### config.mk
export PLATFORM = sky130hd
export DESIGN_NAME = x86_byte_mul_div_unit
export DESIGN_NICKNAME = d
export VERILOG_FILES = /design/src/xbmd_pkg.sv /design/src/x86_byte_mul_div_unit.sv /design/src/xbmd_prep.sv /design/src/xbmd_div_cell.sv /design/src/xbmd_post.sv
export SDC_FILE = /design/constraint.sdc
export NUM_CORES = 1
export LEC_CHECK = 0
export ABC_AREA = 1
export BUFFER_PORTS_ARGS = -buffer_cell sky130_fd_sc_hd__buf_2
export CORE_MARGIN = 5
export CORE_UTILIZATION = 35
export CTS_CLUSTER_SIZE = 12
export DETAILED_ROUTE_END_ITERATION = 8
export PLACE_DENSITY = 0.52
export SLEW_MARGIN = 20
export SYNTH_ARGS = -nofsm -noshare
export SYNTH_HDL_FRONTEND = slang
export SYNTH_SLANG_ARGS = --single-unit
### constraint.sdc
create_clock -name i_clk -period 7.1 [get_ports i_clk]
set_clock_uncertainty 0.05 [all_clocks]
set_input_delay 1.065 -clock i_clk [delete_from_list [all_inputs] [get_ports i_clk]]
set_output_delay 1.065 -clock i_clk [all_outputs]
set_load 0.05 [all_outputs]
### src/xbmd_pkg.sv
// ============================================================================
// xbmd_pkg
// Shared types and constants for the byte multiply/divide unit.
// ============================================================================
package xbmd_pkg;

    // Operation codes carried by each input beat
    typedef enum logic [1:0] {
        CMD_MUL  = 2'd0,
        CMD_IMUL = 2'd1,
        CMD_DIV  = 2'd2,
        CMD_IDIV = 2'd3
    } t_cmd;

    // Input beat
    typedef struct packed {
        t_cmd        cmd;
        logic [15:0] ax_in;
        logic [7:0]  operand;
    } t_xbmd_in;

    // Result beat
    typedef struct packed {
        logic [15:0] ax_out;
        logic        carry_flag;
        logic        overflow_flag;
        logic        sign_flag;
        logic        zero_flag;
        logic        parity_flag;
        logic        flags_written;
        logic        divide_error;
    } t_xbmd_out;

    // Working data handed from cell to cell
    typedef struct packed {
        t_cmd        cmd;
        logic [15:0] ax;
        logic [15:0] prod;
        logic        dvs_zero;
        logic        neg_q;
        logic        neg_r;
        logic [7:0]  dvs;
        logic [7:0]  rem;
        logic [15:0] dq;
    } t_xbmd_lane;

    // One cell per quotient bit of the 16-bit dividend magnitude
    localparam int DIV_STEPS    = 16;
    // Prepare stage, divider cells, result stage
    localparam int XBMD_LATENCY = DIV_STEPS + 2;

endpackage

### src/x86_byte_mul_div_unit.sv
// ============================================================================
// x86_byte_mul_div_unit
// Byte-form MUL, IMUL, DIV and IDIV on AX with an 8-bit source operand.
// ============================================================================
// Usage: a new beat may start in every cycle; busy is high only while reset
// is applied and for the cycle after. Every beat returns exactly one result,
// shown with o_done for a single cycle once the beat has passed through
// one entry stage, a chain of sixteen one-bit restoring-division cells, and
// one result stage. Multiplies travel the same chain so results come out in
// start order. The receiver cannot stall, so results must be taken when
// o_done is high.
module x86_byte_mul_div_unit (
    input  logic                i_clk,
    input  logic                i_rst_n,
    input  logic                i_start,
    output logic                o_busy,
    input  xbmd_pkg::t_xbmd_in  i_item,
    output logic                o_done,
    output xbmd_pkg::t_xbmd_out o_result
);
    import xbmd_pkg::*;

    logic       r_busy;
    logic       w_valid [DIV_STEPS+1];
    t_xbmd_lane w_lane  [DIV_STEPS+1];

    // Hold off starts while reset is applied
    always_ff @(posedge i_clk) begin
        r_busy <= ~i_rst_n;
    end
    assign o_busy = r_busy;

    xbmd_prep u_prep (
        .i_clk   (i_clk),
        .i_rst_n (i_rst_n),
        .i_valid (i_start && !r_busy),
        .i_item  (i_item),
        .o_valid (w_valid[0]),
        .o_lane  (w_lane[0])
    );

    // Divider chain, one quotient bit per cell
    for (genvar g = 0; g < DIV_STEPS; g++) begin : g_cell
        xbmd_div_cell u_cell (
            .i_clk   (i_clk),
            .i_rst_n (i_rst_n),
            .i_valid (w_valid[g]),
            .i_lane  (w_lane[g]),
            .o_valid (w_valid[g+1]),
            .o_lane  (w_lane[g+1])
        );
    end

    xbmd_post u_post (
        .i_clk    (i_clk),
        .i_rst_n  (i_rst_n),
        .i_valid  (w_valid[DIV_STEPS]),
        .i_lane   (w_lane[DIV_STEPS]),
        .o_valid  (o_done),
        .o_result (o_result)
    );

endmodule

### src/xbmd_prep.sv
// ============================================================================
// xbmd_prep
// Entry stage: forms the 8x8 product and the operand magnitudes and signs
// that seed the divider chain.
// ============================================================================
module xbmd_prep (
    input  logic                i_clk,
    input  logic                i_rst_n,
    input  logic                i_valid,
    input  xbmd_pkg::t_xbmd_in  i_item,
    output logic                o_valid,
    output xbmd_pkg::t_xbmd_lane o_lane
);
    import xbmd_pkg::*;

    logic       r_valid;
    t_xbmd_lane r_lane;
    t_xbmd_lane n_lane;
    logic       neg_dvd;
    logic       neg_dvs;
    logic [7:0] al;

    // Build the lane: product plus divider seed
    always_comb begin
        al      = i_item.ax_in[7:0];
        neg_dvd = (i_item.cmd == CMD_IDIV) && i_item.ax_in[15];
        neg_dvs = (i_item.cmd == CMD_IDIV) && i_item.operand[7];

        n_lane.cmd = i_item.cmd;
        n_lane.ax  = i_item.ax_in;
        if (i_item.cmd == CMD_IMUL) begin
            n_lane.prod = 16'($signed(al) * $signed(i_item.operand));
        end else begin
            n_lane.prod = 16'(al * i_item.operand);
        end
        n_lane.dvs_zero = (i_item.operand == 8'd0);
        n_lane.neg_q    = neg_dvd ^ neg_dvs;
        n_lane.neg_r    = neg_dvd;
        n_lane.dvs      = neg_dvs ? (~i_item.operand + 8'd1) : i_item.operand;
        n_lane.rem      = 8'd0;
        n_lane.dq       = neg_dvd ? (~i_item.ax_in + 16'd1) : i_item.ax_in;
    end

    // Hold valid under reset; payload needs none
    always_ff @(posedge i_clk) begin
        if (!i_rst_n) begin
            r_valid <= 1'b0;
        end else begin
            r_valid <= i_valid;
        end
        r_lane <= n_lane;
    end

    assign o_valid = r_valid;
    assign o_lane  = r_lane;

endmodule

### src/xbmd_div_cell.sv
// ============================================================================
// xbmd_div_cell
// One restoring-division step: shift in a dividend bit, trial subtract,
// shift in a quotient bit, and pass the lane to the next cell.
// ============================================================================
module xbmd_div_cell (
    input  logic                 i_clk,
    input  logic                 i_rst_n,
    input  logic                 i_valid,
    input  xbmd_pkg::t_xbmd_lane i_lane,
    output logic                 o_valid,
    output xbmd_pkg::t_xbmd_lane o_lane
);
    import xbmd_pkg::*;

    logic       r_valid;
    t_xbmd_lane r_lane;
    t_xbmd_lane n_lane;
    logic [8:0] trial;
    logic       q_bit;

    // Trial subtract of the divisor from the widened partial remainder
    always_comb begin
        n_lane = i_lane;
        trial  = {i_lane.rem, i_lane.dq[15]};
        q_bit  = (trial >= {1'b0, i_lane.dvs});
        if (q_bit) begin
            n_lane.rem = 8'(trial - {1'b0, i_lane.dvs});
        end else begin
            n_lane.rem = trial[7:0];
        end
        n_lane.dq = {i_lane.dq[14:0], q_bit};
    end

    // Advance the lane every cycle
    always_ff @(posedge i_clk) begin
        if (!i_rst_n) begin
            r_valid <= 1'b0;
        end else begin
            r_valid <= i_valid;
        end
        r_lane <= n_lane;
    end

    assign o_valid = r_valid;
    assign o_lane  = r_lane;

endmodule

### src/xbmd_post.sv
// ============================================================================
// xbmd_post
// Result stage: multiply flags, divide sign fix-up and overflow checks.
// ============================================================================
module xbmd_post (
    input  logic                 i_clk,
    input  logic                 i_rst_n,
    input  logic                 i_valid,
    input  xbmd_pkg::t_xbmd_lane i_lane,
    output logic                 o_valid,
    output xbmd_pkg::t_xbmd_out  o_result
);
    import xbmd_pkg::*;

    logic        r_valid;
    t_xbmd_out   r_result;
    t_xbmd_out   n_result;
    logic [15:0] q_signed;
    logic [7:0]  r_signed;
    logic        q_over;
    logic        cf;

    always_comb begin
        n_result = '0;
        n_result.ax_out = i_lane.ax;
        cf       = 1'b0;
        q_over   = 1'b0;
        q_signed = i_lane.neg_q ? (~i_lane.dq + 16'd1) : i_lane.dq;
        r_signed = i_lane.neg_r ? (~i_lane.rem + 8'd1) : i_lane.rem;

        case (i_lane.cmd)
            CMD_MUL, CMD_IMUL: begin
                // Multiply: flags from the low byte, carry from the high byte
                if (i_lane.cmd == CMD_MUL) begin
                    cf = |i_lane.prod[15:8];
                end else begin
                    cf = (i_lane.prod[15:8] != {8{i_lane.prod[7]}});
                end
                n_result.ax_out        = i_lane.prod;
                n_result.carry_flag    = cf;
                n_result.overflow_flag = cf;
                n_result.sign_flag     = i_lane.prod[7];
                n_result.zero_flag     = (i_lane.prod[7:0] == 8'd0);
                n_result.parity_flag   = ~^i_lane.prod[7:0];
                n_result.flags_written = 1'b1;
            end
            CMD_DIV: begin
                // Unsigned quotient must fit in a byte
                q_over = |i_lane.dq[15:8];
                if (i_lane.dvs_zero || q_over) begin
                    n_result.divide_error = 1'b1;
                end else begin
                    n_result.ax_out = {i_lane.rem, i_lane.dq[7:0]};
                end
            end
            default: begin
                // Signed quotient must lie in -128..127
                if (i_lane.neg_q) begin
                    q_over = (i_lane.dq > 16'd128);
                end else begin
                    q_over = (i_lane.dq > 16'd127);
                end
                if (i_lane.dvs_zero || q_over) begin
                    n_result.divide_error = 1'b1;
                end else begin
                    n_result.ax_out = {r_signed, q_signed[7:0]};
                end
            end
        endcase
    end

    // Register the result beat
    always_ff @(posedge i_clk) begin
        if (!i_rst_n) begin
            r_valid <= 1'b0;
        end else begin
            r_valid <= i_valid;
        end
        r_result <= n_result;
    end

    assign o_valid  = r_valid;
    assign o_result = r_result;

endmodule

**After elaboration in Yosys (flattened, before gate mapping)**

Index checks and enable logic that the tools add are counted.

- Multiplexer cells: 31
- $add $sub $neg: 20
- Reductions and logical operators: 14
- Bitwise gates (word level): 6
- Order comparisons: 18
- Shift operators: 0
- Equality and inequality tests: 5
- Divide/modulo/power cells: 0
- $mul: 2

Operators by type and width:

| cell | number |
|---|---|
| 8-bit 2-to-1 mux | 18 |
| 9-bit by 8-bit greater-or-equal comparator with 1-bit output | 15 |
| 8-bit subtractor | 15 |
| 16-bit 2-to-1 mux | 4 |
| 8-bit by 8-bit multiplier with 16-bit output | 2 |
| 16-bit case mux with 2 select lines | 1 |
| 8-bit by 1-bit adder with 8-bit output, second input constant | 3 |
| 8-bit inverter | 3 |
| 16-bit by 1-bit adder with 16-bit output, second input constant | 1 |
| 16-bit by 7-bit > comparator with 1-bit output, second input constant | 1 |
| 16-bit by 8-bit > comparator with 1-bit output, second input constant | 1 |
| 8-bit zero test | 2 |
| 16-bit inverter | 1 |
| 8-bit OR reduction | 2 |
| 1-bit by 8-bit greater-or-equal comparator with 1-bit output | 1 |
| 8-bit inequality test | 1 |
| 8-bit XNOR reduction | 1 |
| 1-bit by 8-bit subtractor with 8-bit output | 1 |
| 1-bit 2-to-1 mux | 7 |
| 2-bit by 1-bit == test with 1-bit output, second input constant | 2 |
| 2-bit == test, second input constant | 2 |
| 1-bit logical AND | 3 |
| 3-bit OR reduction | 1 |
| 2-bit zero test | 1 |
| 6 further kinds | 7 |

- Bits in registers: 1198
- Bits of input ports: 29
- Word-level logic and storage cells: 274
- Memories: 0
- Bits in latches: 0
- RAM bits: 0
- Memory bits (read-only): 0

**Depth between registers and ports, before layout**

Gate-level depths: netlist (run 1).

- Word-level depth: 6
- Depth in mapped cells: 22

**Modules after synthesis**

A second synthesis (run 1) with hierarchy kept.

- Cell total of the unflattened synthesis: 4071
- Area total of the unflattened synthesis: 41195.8 µm²

Modules (own cells, without submodules):

| module | seq. area each (µm²) | instances | area an instance (µm²) | cells an instance |
|---|---|---|---|---|
| xbmd_div_cell at g_cell[11].u_cell ... | 1401.3 | 10 | 2043.2 | 180 |
| xbmd_div_cell at g_cell[0].u_cell ... | 1401.3 | 4 | 2063.2 | 181 |
| xbmd_prep | 1221.2 | 1 | 6622.6 | 858 |
| xbmd_div_cell at g_cell[5].u_cell ... | 1401.3 | 2 | 1994.4 | 181 |
| xbmd_post | 460.4 | 1 | 1865.5 | 323 |
| x86_byte_mul_div_unit | 20.0 | 1 | 33.8 | 4 |

**Worst setup path before layout (run 1)**

No wires, ideal clock.

- Kind: input to register
- Start: input i_item[3] (netlist bit)
- End: register u_prep.r_lane (netlist bit u_prep.o_lane[50])
- Data arrival time: 4.700 ns
- Setup time: 0.114 ns
- Stages on the path: 19
- Setup slack: 2.237 ns
- Required time: 6.936 ns
- Path through: clkbuf_1 -> nand2_1 -> inv_1 -> fa_1 -> inv_1 -> fa_1 -> inv_1 -> fa_1 -> inv_1 -> fa_1 -> inv_1 -> ha_1 -> nand2_1 -> nor2_1 -> nand3_1 -> nand3_1 -> nand3_1 -> nand3_1 -> nand2_1

RTL lines:

| element | RTL line | source |
|---|---|---|
| from (decl) | x86_byte_mul_div_unit.sv:17 | `input xbmd_pkg::t_xbmd_in i_item,` |
| to (signal assigned) | xbmd_prep.sv:51 | `r_lane <= n_lane;` |
| to (decl) | xbmd_prep.sv:17 | `t_xbmd_lane r_lane;` |

==> metrics, run 1 <==
Die Footprint=0.112 sq mm; endpoint class of the critical path=register; cell area after technology mapping=0.0369 sq mm; prevailing post-synth register cell=dfxtp_1; number of warning messages in the yosys log=0; worst voltage drop across the vdd grid=0.228 mV; Avg Vias per Cell=just over 4; kind of critical path=primary input to register; share of power burned in combinational logic=23.6%; synthesis-to-layout area growth=14.2%; biggest area consumer among synthesized cells=dfxtp_1; routability cong.=0.839; RSZ-0062 raised after global routing=false; Maximum Capacitance Violations=0; total instance count after detailed placement=4,806; synth top area cells=dfxtp_1, ha_1, fa_1; DRC Markers=0; antenna violation net count after detailed routing=0; worst relative slew slack=38.0%; Synth Register Bits=1,182; count of final hold-check violations=0; maximum number of pins on one net before global-route repair=27; Leak=19.8 nW; Commonest cells post-synth=dfxtp_1, inv_1, nand2_1, nor2_1, ha_1; internal power=about 13 mW; final worst-path cycle share=64.5%; worst hold path class=register to register; core area=0.105 sq mm; number of buffers inserted for hold repair after clock tree synthesis=0; area share of the largest cell type after synthesis=64.1%; number of I/O pins=54; combinational family with the most area after synthesis=adder cells; clk slew on worst S/H paths=0.06 ns; CP arrival=5.12 ns; vias in the first global route=20.6k; multiplexer share of the synthesized area=0%; total wire length after detailed routing=approximately 63,000 um; share of synthesized registers carrying an async set or reset=0%; Sinks on Clock Net=between 1k and 1.5k; layout cells sized above 1=7.28%; TritonCTS clock tree=yes; total track usage=between 10% and 20%; effective utilization at floorplan=35.2%; Setup Fix Bufs, Post-CTS=0; Syn Nets=3,724; cell row count=119; post_cts resized=0; fin. max-slew vios=0; slew at the pin closest to its max-slew limit=0.928 ns; non-filler cells in the finished layout=4,977; sequential element share of the synthesized area=between 60 and 70%; total clock buffers created by CTS=around 120; Post-synth EDFFs=0; overall overflow remaining after global route=0; fraction of the mapped netlist area in compound gates=just over 5%; final setup violation count=0; Simple-Gate Fraction of Synth Area=10.2%; 1st-pass router iterations=5; number of standard cells after synthesis=3,407; data required time of the critical path=7.64 ns; antenna violations before repair=0; switching fraction of total power=29.9%; final net count=slightly below 4k; mean instance size in the synthesized netlist=10.8 sq um; First DRT Iteration DRCs=913; maximum fanout along the worst path=17; DP HPWL=46,500 um; power per cell area=~440 mW/mm^2; clock root cell=clkbuf_16; XOR/XNOR Fraction of Synth Area=roughly 2.5%; area share of fa/ha/maj cells after synthesis=11.8%; routed via count=20.3k; part of the total power dissipated in sequential elements=46.4%; number of H-tree levels=3; fraction of power consumed by the clock network=between 30% and 40%; leading cell type by number of instances after synthesis=dfxtp_1; clock period minus worst slack=4.58 ns; status=finished clean; maximum frequency from static timing analysis=0.219 GHz; height of the chip=335 um; average routed wire per standard cell=between 10 and 15 um; die extent in x=335 um; number of distinct library cell variants in the gate-level netlist after synthesis=42; clock insertion delay at the later pin of the skew report=~0.7 ns; crit start category=primary input; setup TNS=0 ns; IO Port Bufs=53; wire length of the first global-routing pass=104,000 um; CTS max path bufs=3; switching power total=5.59 mW
stage by stage:
step / worst slack, ns / power, mW / utilization (%) / cell area, sq um / hold slack (ns)
2_1_floorplan: 2.24 / 12.2 / - / 36900 / 0.260
3_3_place_gp: 1.86 / 13.3 / 36.8 / 38600 / 0.260
3_5_place_dp: 1.79 / 13.3 / 36.8 / 38600 / 0.262
4_1_cts: 2.57 / 19.0 / 40.2 / 42100 / 0.204
5_1_grt: 2.28 / 20.1 / 40.2 / 42100 / 0.206
6_report: 2.52 / 18.7 / 40.2 / 42200 / 0.207
sequential cells by signal (all words and copies together), names as in the netlist:
name,cells
u_post.o_result,22
g_cell.u_cell.o_valid,16
u_prep.o_lane,60
o_busy,1
g_cell.u_cell.o_lane,1081
u_prep.o_valid,1
u_post.o_valid,1
final timing paths:
kind                                          endpoint  slack, ns  cells after the start                                  from
setup reg to reg            u_post.o_result[8]$_DFF_P_       4.64                      8  g_cell[15].u_cell.o_lane[14]$_DFF_P_
hold / removal    g_cell[15].u_cell.o_lane[56]$_DFF_P_       0.21                      0  g_cell[14].u_cell.o_lane[56]$_DFF_P_
hold reg to reg   g_cell[15].u_cell.o_lane[56]$_DFF_P_       0.21                      0  g_cell[14].u_cell.o_lane[56]$_DFF_P_
setup / recovery             u_prep.o_lane[49]$_DFF_P_       2.52                     18                             i_item[7]
layout by cell type, fill, tap and decap left out, types with 3 or more instances in the layout:
cell       count
inv_1        503
or2_2          6
bufinv_16      5
nor2_1       250
xnor2_1       49
clkbuf_1      22
xor2_1        56
a21o_1        15
nor3_1        21
o211ai_1      15
clkbuf_8       8
a21oi_1      187
clkinv_16      6
o21a_1        11
buf_2         53
o21ai_1       28
nand4_1       30
nand2_1      477
o21ai_2        3
fa_1         100
nor4_1         4
ha_1         188
o21ai_0       52
clkbuf_16    116
o21bai_1       9
dfxtp_1     1182
nand2_2       14
o31ai_1        4
a22oi_1       13
buf_4          3
clkinv_2       9
nand3_1       98
inv_2         25
final cells by class:
class                      count  area, sq um
multi-input combinational   1649        11000
tap                         1391         1740
fill                       10200        62800
timing repair buffer          56          288
antenna                        1         2.50
inverter                     528         1980
clock inverter                24          420
clock buffer                 146         3100
sequential                  1182        23700
critical path, stage by stage:
cell     delay [ns]
buf_2          0.22
inv_1          0.23
nor2_1         0.10
fa_1           0.54
inv_1          0.05
fa_1           0.53
inv_1          0.06
fa_1           0.52
inv_1          0.05
fa_1           0.53
inv_1          0.04
ha_1           0.36
a21oi_1        0.24
nor2_1         0.06
o21ai_0        0.22
nand4_1        0.12
nand3_1        0.10
nand2_1        0.05
power groups by stage:
| stage | sequential, mW | clock, mW | combinational [mW] |
|---|---|---|---|
| after CTS | 8.70 | 5.84 | 4.47 |
| after global routing | 8.85 | 6.10 | 5.12 |
| after floorplan | 8.72 | 0 | 3.50 |
| final | 8.67 | 5.60 | 4.42 |
| after detailed placement | 8.83 | 0 | 4.43 |
| after global placement | 8.82 | 0 | 4.43 |
routing by layer:
metal  GRT usage [%]  wire length (um)
met5               0                 0
met4            5.02              2380
met1            14.3             28600
met3            2.33              2450
met2            19.3             29300
logic make-up after synthesis:
family,after synthesis
buffers and inverters,576
AND/OR/NAND/NOR,912
AO/OA/AOI/OAI,344
adder cells (fa/ha/maj),288
XOR/XNOR,105
flip-flops,1182
(Power assumes the default switching activity.)
==> run 2, diff against run 1 <==
--- a/config.mk
+++ b/config.mk
@@ -5,7 +5,7 @@
 export SDC_FILE = /design/constraint.sdc
 export NUM_CORES = 1
 export LEC_CHECK = 0
-export ABC_AREA = 1
+export ABC_AREA = 0
 export BUFFER_PORTS_ARGS = -buffer_cell sky130_fd_sc_hd__buf_2
 export CORE_MARGIN = 5
 export CORE_UTILIZATION = 35
==> constraint.sdc (replaced) <==
create_clock -name i_clk -period 4.73 [get_ports i_clk]
set_clock_uncertainty 0.05 [all_clocks]
set_input_delay 0.7095 -clock i_clk [delete_from_list [all_inputs] [get_ports i_clk]]
set_output_delay 0.7095 -clock i_clk [all_outputs]
set_load 0.05 [all_outputs]
==> metrics, run 2 <==
status=finished clean; final worst-path cycle share=89.3%; area share of fa/ha/maj cells after synthesis=11.8%; final net count=3,508; prevailing post-synth register cell=dfxtp_1; die extent in x=335 um; crit start category=primary input; routed via count=19.3k; clock period minus worst slack=approximately 4.2 ns; number of warning messages in the yosys log=0; maximum fanout along the worst path=7; number of I/O pins=54; antenna violation net count after detailed routing=0; leading cell type by number of instances after synthesis=dfxtp_1; Syn Nets=about 3.3k; kind of critical path=primary input to register; switching fraction of total power=28.2%; sequential element share of the synthesized area=63.9%; final setup violation count=0; cell row count=119; area share of the largest cell type after synthesis=63.9%; share of synthesized registers carrying an async set or reset=0%; share of power burned in combinational logic=25.6%; synth top area cells=dfxtp_1, ha_1, fa_1; core area=between 0.1 and 0.15 sq mm; RSZ-0062 raised after global routing=false; overall overflow remaining after global route=0; CTS max path bufs=3; placement-stage worst setup slack=-0.206 ns; Post-Route Utilization=41.0%; clock insertion delay at the later pin of the skew report=0.68 ns; Commonest cells post-synth=dfxtp_1, inv_1, ha_1, nor2_1, nand2_1; effective utilization at floorplan=35.2%; power per cell area=661 mW/mm^2; TritonCTS clock tree=yes; maximum number of pins on one net before global-route repair=25; slew at the pin closest to its max-slew limit=approximately 0.85 ns; Leak=18.9 nW; Cell Area, Placed=0.0397 sq mm; total wire length after detailed routing=about 58,000 um; height of the chip=335 um; average routed wire per standard cell=12.5 um; worst relative slew slack=between 40% and 50%; wire length of the first global-routing pass=roughly 98,000 um; worst hold-check slack=0.125 ns; fin. max-slew vios=0; number of standard cells after synthesis=a little under 3k; Power Total=about 29 mW; Fill cells=9,949; First DRT Iteration DRCs=965; Simple-Gate Fraction of Synth Area=6.82%; number of buffers inserted for hold repair after clock tree synthesis=0; total clock buffers created by CTS=115; layout cells sized above 1=13.9%; synthesis-to-layout area growth=16.6%; CP arrival=4.77 ns; Setup Fix Bufs, Post-CTS=0; commonest cells after routing, fill and taps aside=dfxtp_1, inv_1, ha_1; IO Port Bufs=53; Avg Vias per Cell=about 4.2; multiplexer share of the synthesized area=3.76%; Synth Register Bits=1,182; cell area after technology mapping=0.0370 sq mm; mean instance size in the synthesized netlist=12.5 sq um; worst voltage drop across the vdd grid=0.350 mV; flip-flop count of the largest register after layout=about 1.1k; 1st-pass router iterations=5; biggest area consumer among synthesized cells=dfxtp_1; maximum frequency from static timing analysis=0.237 GHz; clk slew on worst S/H paths=around 0.060 ns; DP HPWL=around 42,000 um; part of the total power dissipated in sequential elements=45.3%; Maximum Capacitance Violations=0; antenna violations before repair=2; XOR/XNOR Fraction of Synth Area=under 10%; endpoint class of the critical path=register; Die Footprint=0.112 sq mm; Post-synth EDFFs=0; crit path setup slack, layout=0.508 ns; internal power=20.5 mW; count of final hold-check violations=0; combinational family with the most area after synthesis=adder cells; number of distinct library cell variants in the gate-level netlist after synthesis=60; vias in the first global route=19.7k; number of inserted diodes=0; number of H-tree levels=3; fraction of power consumed by the clock network=about 29%; Sinks on Clock Net=between 1k and 1.5k; clock root cell=clkbuf_16; fraction of the mapped netlist area in compound gates=7.97%; DRC Markers=0; Final Instance Area=around 0.043 sq mm; post_cts resized=0; routability cong.=just over 0.8; data required time of the critical path=5.28 ns; most common cell after layout, fill and taps aside=dfxtp_1; worst hold path class=primary input to register; total track usage=10.5%; switching power total=8.05 mW
==> run 2: cell count changes in the layout (fill, tap and decap cells not counted), sizes merged, moves of 48 or more <==
cell | previous run | this run
nand2 | 493 | 107
inv | 529 | 368
a21oi | 188 | 81
buf | 56 | 146
nand3 | 99 | 9
nor2 | 252 | 166
mux2 | 0 | 81
and2 | 0 | 58
mux2i | 0 | 48
==> run 2: per-layer routing <==
layer,part of all wire (%),global-route usage (%)
met2,48,18.2
met3,3.7,2.17
met5,0.047,0
met1,45,12.9
met4,2.7,3.93
==> run 2: path summary, 6_finish.rpt <==
path | end | slack [ns] | cells after the start | startpoint
max reg2reg | u_post.o_result[9]$_DFF_P_ | 1.76 | 7 | g_cell[15].u_cell.o_lane[14]$_DFF_P_
max | u_prep.o_lane[49]$_DFF_P_ | 0.51 | 17 | i_item[10]
min | u_prep.o_lane[64]$_DFF_P_ | 0.12 | 1 | i_item[21]
min reg2reg | g_cell[13].u_cell.o_lane[52]$_DFF_P_ | 0.26 | 0 | g_cell[12].u_cell.o_lane[52]$_DFF_P_
==> run 2: cells by family (layout without fill, tap and decap cells) <==
logic type / Yosys count / after routing
AO/OA/AOI/OAI: 381 / 381
flip-flops: 1182 / 1182
AND/OR/NAND/NOR: 508 / 508
XOR/XNOR: 73 / 73
adder cells (fa/ha/maj): 288 / 288
multiplexers: 129 / 129
buffers and inverters: 396 / 674
==> run 2: per-stage QoR <==
stage | std cells | setup TNS [ns]
3_3_place_gp | 4465 | -0.807
6_report | 4626 | 0
4_1_cts | 4626 | 0
5_1_grt | 4626 | 0
2_1_floorplan | 2957 | 0
3_5_place_dp | 4465 | -1.04
==> run 2: worst max-delay path, cell delays in order <==
cell      delay (ns)
buf_2           0.17
and2_4          0.18
inv_1           0.05
fa_1            0.51
fa_1            0.54
inv_1           0.05
fa_1            0.52
inv_1           0.05
fa_1            0.52
inv_1           0.06
ha_4            0.23
o21a_1          0.10
o31a_1          0.12
o41ai_2         0.43
mux2i_1         0.23
a21oi_1         0.08
a211oi_1        0.18
==> run 2: layout make-up <==
cell class                 instances  area, sq um  area share, %
sequential                      1182        23700           54.8
multi-input combinational       1379        11900           27.7
clock buffer                     140         3090           7.17
tap                             1391         1740           4.03
inverter                         367         1380           3.19
timing repair buffer             146          976           2.26
clock inverter                    21          358          0.829
==> run 2: power by group through the flow <==
stage	logic [mW]	registers (mW)	clock network, mW
global placement	7.34	13.2	0
finish	7.31	12.9	8.28
detailed placement	7.36	13.2	0
floorplan	5.58	13.0	0
global route	8.28	13.2	9.04
CTS	7.42	13.0	8.63
==> run 3, diff against run 2 <==
--- a/config.mk
+++ b/config.mk
@@ -5,11 +5,11 @@
 export SDC_FILE = /design/constraint.sdc
 export NUM_CORES = 1
 export LEC_CHECK = 0
-export ABC_AREA = 0
+export ABC_AREA = 1
 export BUFFER_PORTS_ARGS = -buffer_cell sky130_fd_sc_hd__buf_2
 export CORE_MARGIN = 5
 export CORE_UTILIZATION = 35
-export CTS_CLUSTER_SIZE = 12
+export CTS_CLUSTER_SIZE = 28
 export DETAILED_ROUTE_END_ITERATION = 8
 export PLACE_DENSITY = 0.52
 export SLEW_MARGIN = 20
==> metrics, run 3 (synthesis results as in run 1) <==
number of buffers inserted for hold repair after clock tree synthesis=0; 1st-pass router iterations=5; maximum number of pins on one net before global-route repair=27; commonest cells after routing, fill and taps aside=dfxtp_1, inv_1, nand2_1; fraction of power consumed by the clock network=a little under a third; non-filler cells in the finished layout=5,051; crit start category=primary input; RSZ-0062 raised after global routing=false; final worst-path cycle share=86.4%; wire length of the first global-routing pass=between 100,000 and 150,000 um; IO Port Bufs=53; Final Instance Area=0.0428 sq mm; part of the total power dissipated in sequential elements=between 40% and 50%; First DRT Iteration DRCs=909; clock period minus worst slack=roughly 4.1 ns; TritonCTS clock tree=yes; effective utilization at floorplan=35.2%; Maximum Capacitance Violations=0; status=finished clean; Setup Fix Bufs, Post-CTS=0; routability cong.=0.835; Cell Area, Placed=0.0389 sq mm; CTS max path bufs=3; worst hold path class=primary input to register; kind of critical path=primary input to register; flip-flop count of the largest register after layout=1,081; fin. max-slew vios=0; clock insertion delay at the later pin of the skew report=0.67 ns; crit path setup slack, layout=0.642 ns; Die Footprint=0.112 sq mm; placement-stage worst setup slack=-0.0797 ns; antenna violations before repair=2; total instance count after detailed placement=4,846; CP arrival=4.60 ns; total wire length after detailed routing=61,100 um; overall overflow remaining after global route=0; DRC Markers=0; clk slew on worst S/H paths=~0.06 ns; final net count=3,886; Sinks on Clock Net=1,182; routed via count=~21k; synthesis-to-layout area growth=15.9%; cell row count=roughly 120; height of the chip=335 um; Leak=20.2 nW; internal power=~20 mW; vias in the first global route=20.8k; flop2flop setup slack=2.24 ns; endpoint class of the critical path=register; maximum fanout along the worst path=17; switching power total=8.46 mW; layout cells sized above 1=under 10%; number of H-tree levels=3; number of inserted diodes=0; total clock buffers created by CTS=112; average routed wire per standard cell=12.1 um; final setup violation count=0; share of power burned in combinational logic=23.1%; number of I/O pins=54; Power Total=28.5 mW; worst relative slew slack=38.6%; Avg Vias per Cell=4.07; DP HPWL=45,600 um; power per cell area=between 600 and 700 mW/mm^2; total track usage=~11%; switching fraction of total power=roughly 30%; antenna violation net count after detailed routing=0; core area=0.105 sq mm; worst voltage drop across the vdd grid=between 0.4 and 0.5 mV; data required time of the critical path=5.24 ns; die extent in x=335 um; post_cts resized=0; clock root cell=clkbuf_16; count of final hold-check violations=0; Fill cells=10.1k; slew at the pin closest to its max-slew limit=0.918 ns; most common cell after layout, fill and taps aside=dfxtp_1; maximum frequency from static timing analysis=0.245 GHz
run 3: cell type report:
type,instances,area [sq um],share of cell area (%)
Sequential cell,1182,23700,55.3
Multi-Input combinational cell,1649,11000,25.6
Clock buffer,154,3130,7.32
Inverter,528,1980,4.63
Tap cell,1391,1740,4.07
Clock inverter,51,701,1.64
Timing Repair Buffer,96,601,1.40
run 3: layer usage:
metal / GRT usage (%) / wire length [um] / vias up
li1: - / - / 10900
met1: 13.8 / 27900 / 9225
met2: 19.3 / 28900 / 284
met3: 2.28 / 2370 / 121
met4: 4.19 / 1910 / 2
met5: 0 / 7 / -
run 3: per-stage QoR:
step                setup TNS, ns  hold WS (ns)  utilization, %
floorplan                       0         0.260               -
global placement           -0.111         0.260            37.1
detailed placement         -0.206         0.262            37.1
CTS                             0        0.0414            40.8
global route                    0        0.0466            40.8
finish                          0         0.114            40.8
run 3: critical path: stages:
cell	delay [ns]
buf_2	0.21
inv_1	0.11
nor2_1	0.07
fa_1	0.54
inv_1	0.06
fa_1	0.53
inv_1	0.05
fa_1	0.52
inv_1	0.05
fa_1	0.55
inv_1	0.05
ha_1	0.35
a21oi_1	0.22
nand2_1	0.13
xnor2_1	0.17
o21ai_0	0.27
run 3: final timing paths:
| kind | startpoint | endpoint | cells after the start |
|---|---|---|---|
| hold reg to reg | g_cell[1].u_cell.o_lane[10]$_DFF_P_ | g_cell[2].u_cell.o_lane[11]$_DFF_P_ | 0 |
| setup / recovery | i_item[7] | u_prep.o_lane[43]$_DFF_P_ | 16 |
| setup reg to reg | g_cell[15].u_cell.o_lane[14]$_DFF_P_ | u_post.o_result[8]$_DFF_P_ | 8 |
| hold / removal | i_item[24] | u_prep.o_lane[67]$_DFF_P_ | 1 |
run 3: power groups by stage:
stage | Combinational, mW | Sequential, mW | Clock, mW
CTS | 6.68 | 13.1 | 9.26
global placement | 6.63 | 13.2 | 0
detailed placement | 6.63 | 13.3 | 0
floorplan | 5.25 | 13.1 | 0
global route | 7.66 | 13.3 | 9.68
finish | 6.61 | 13.0 | 8.92
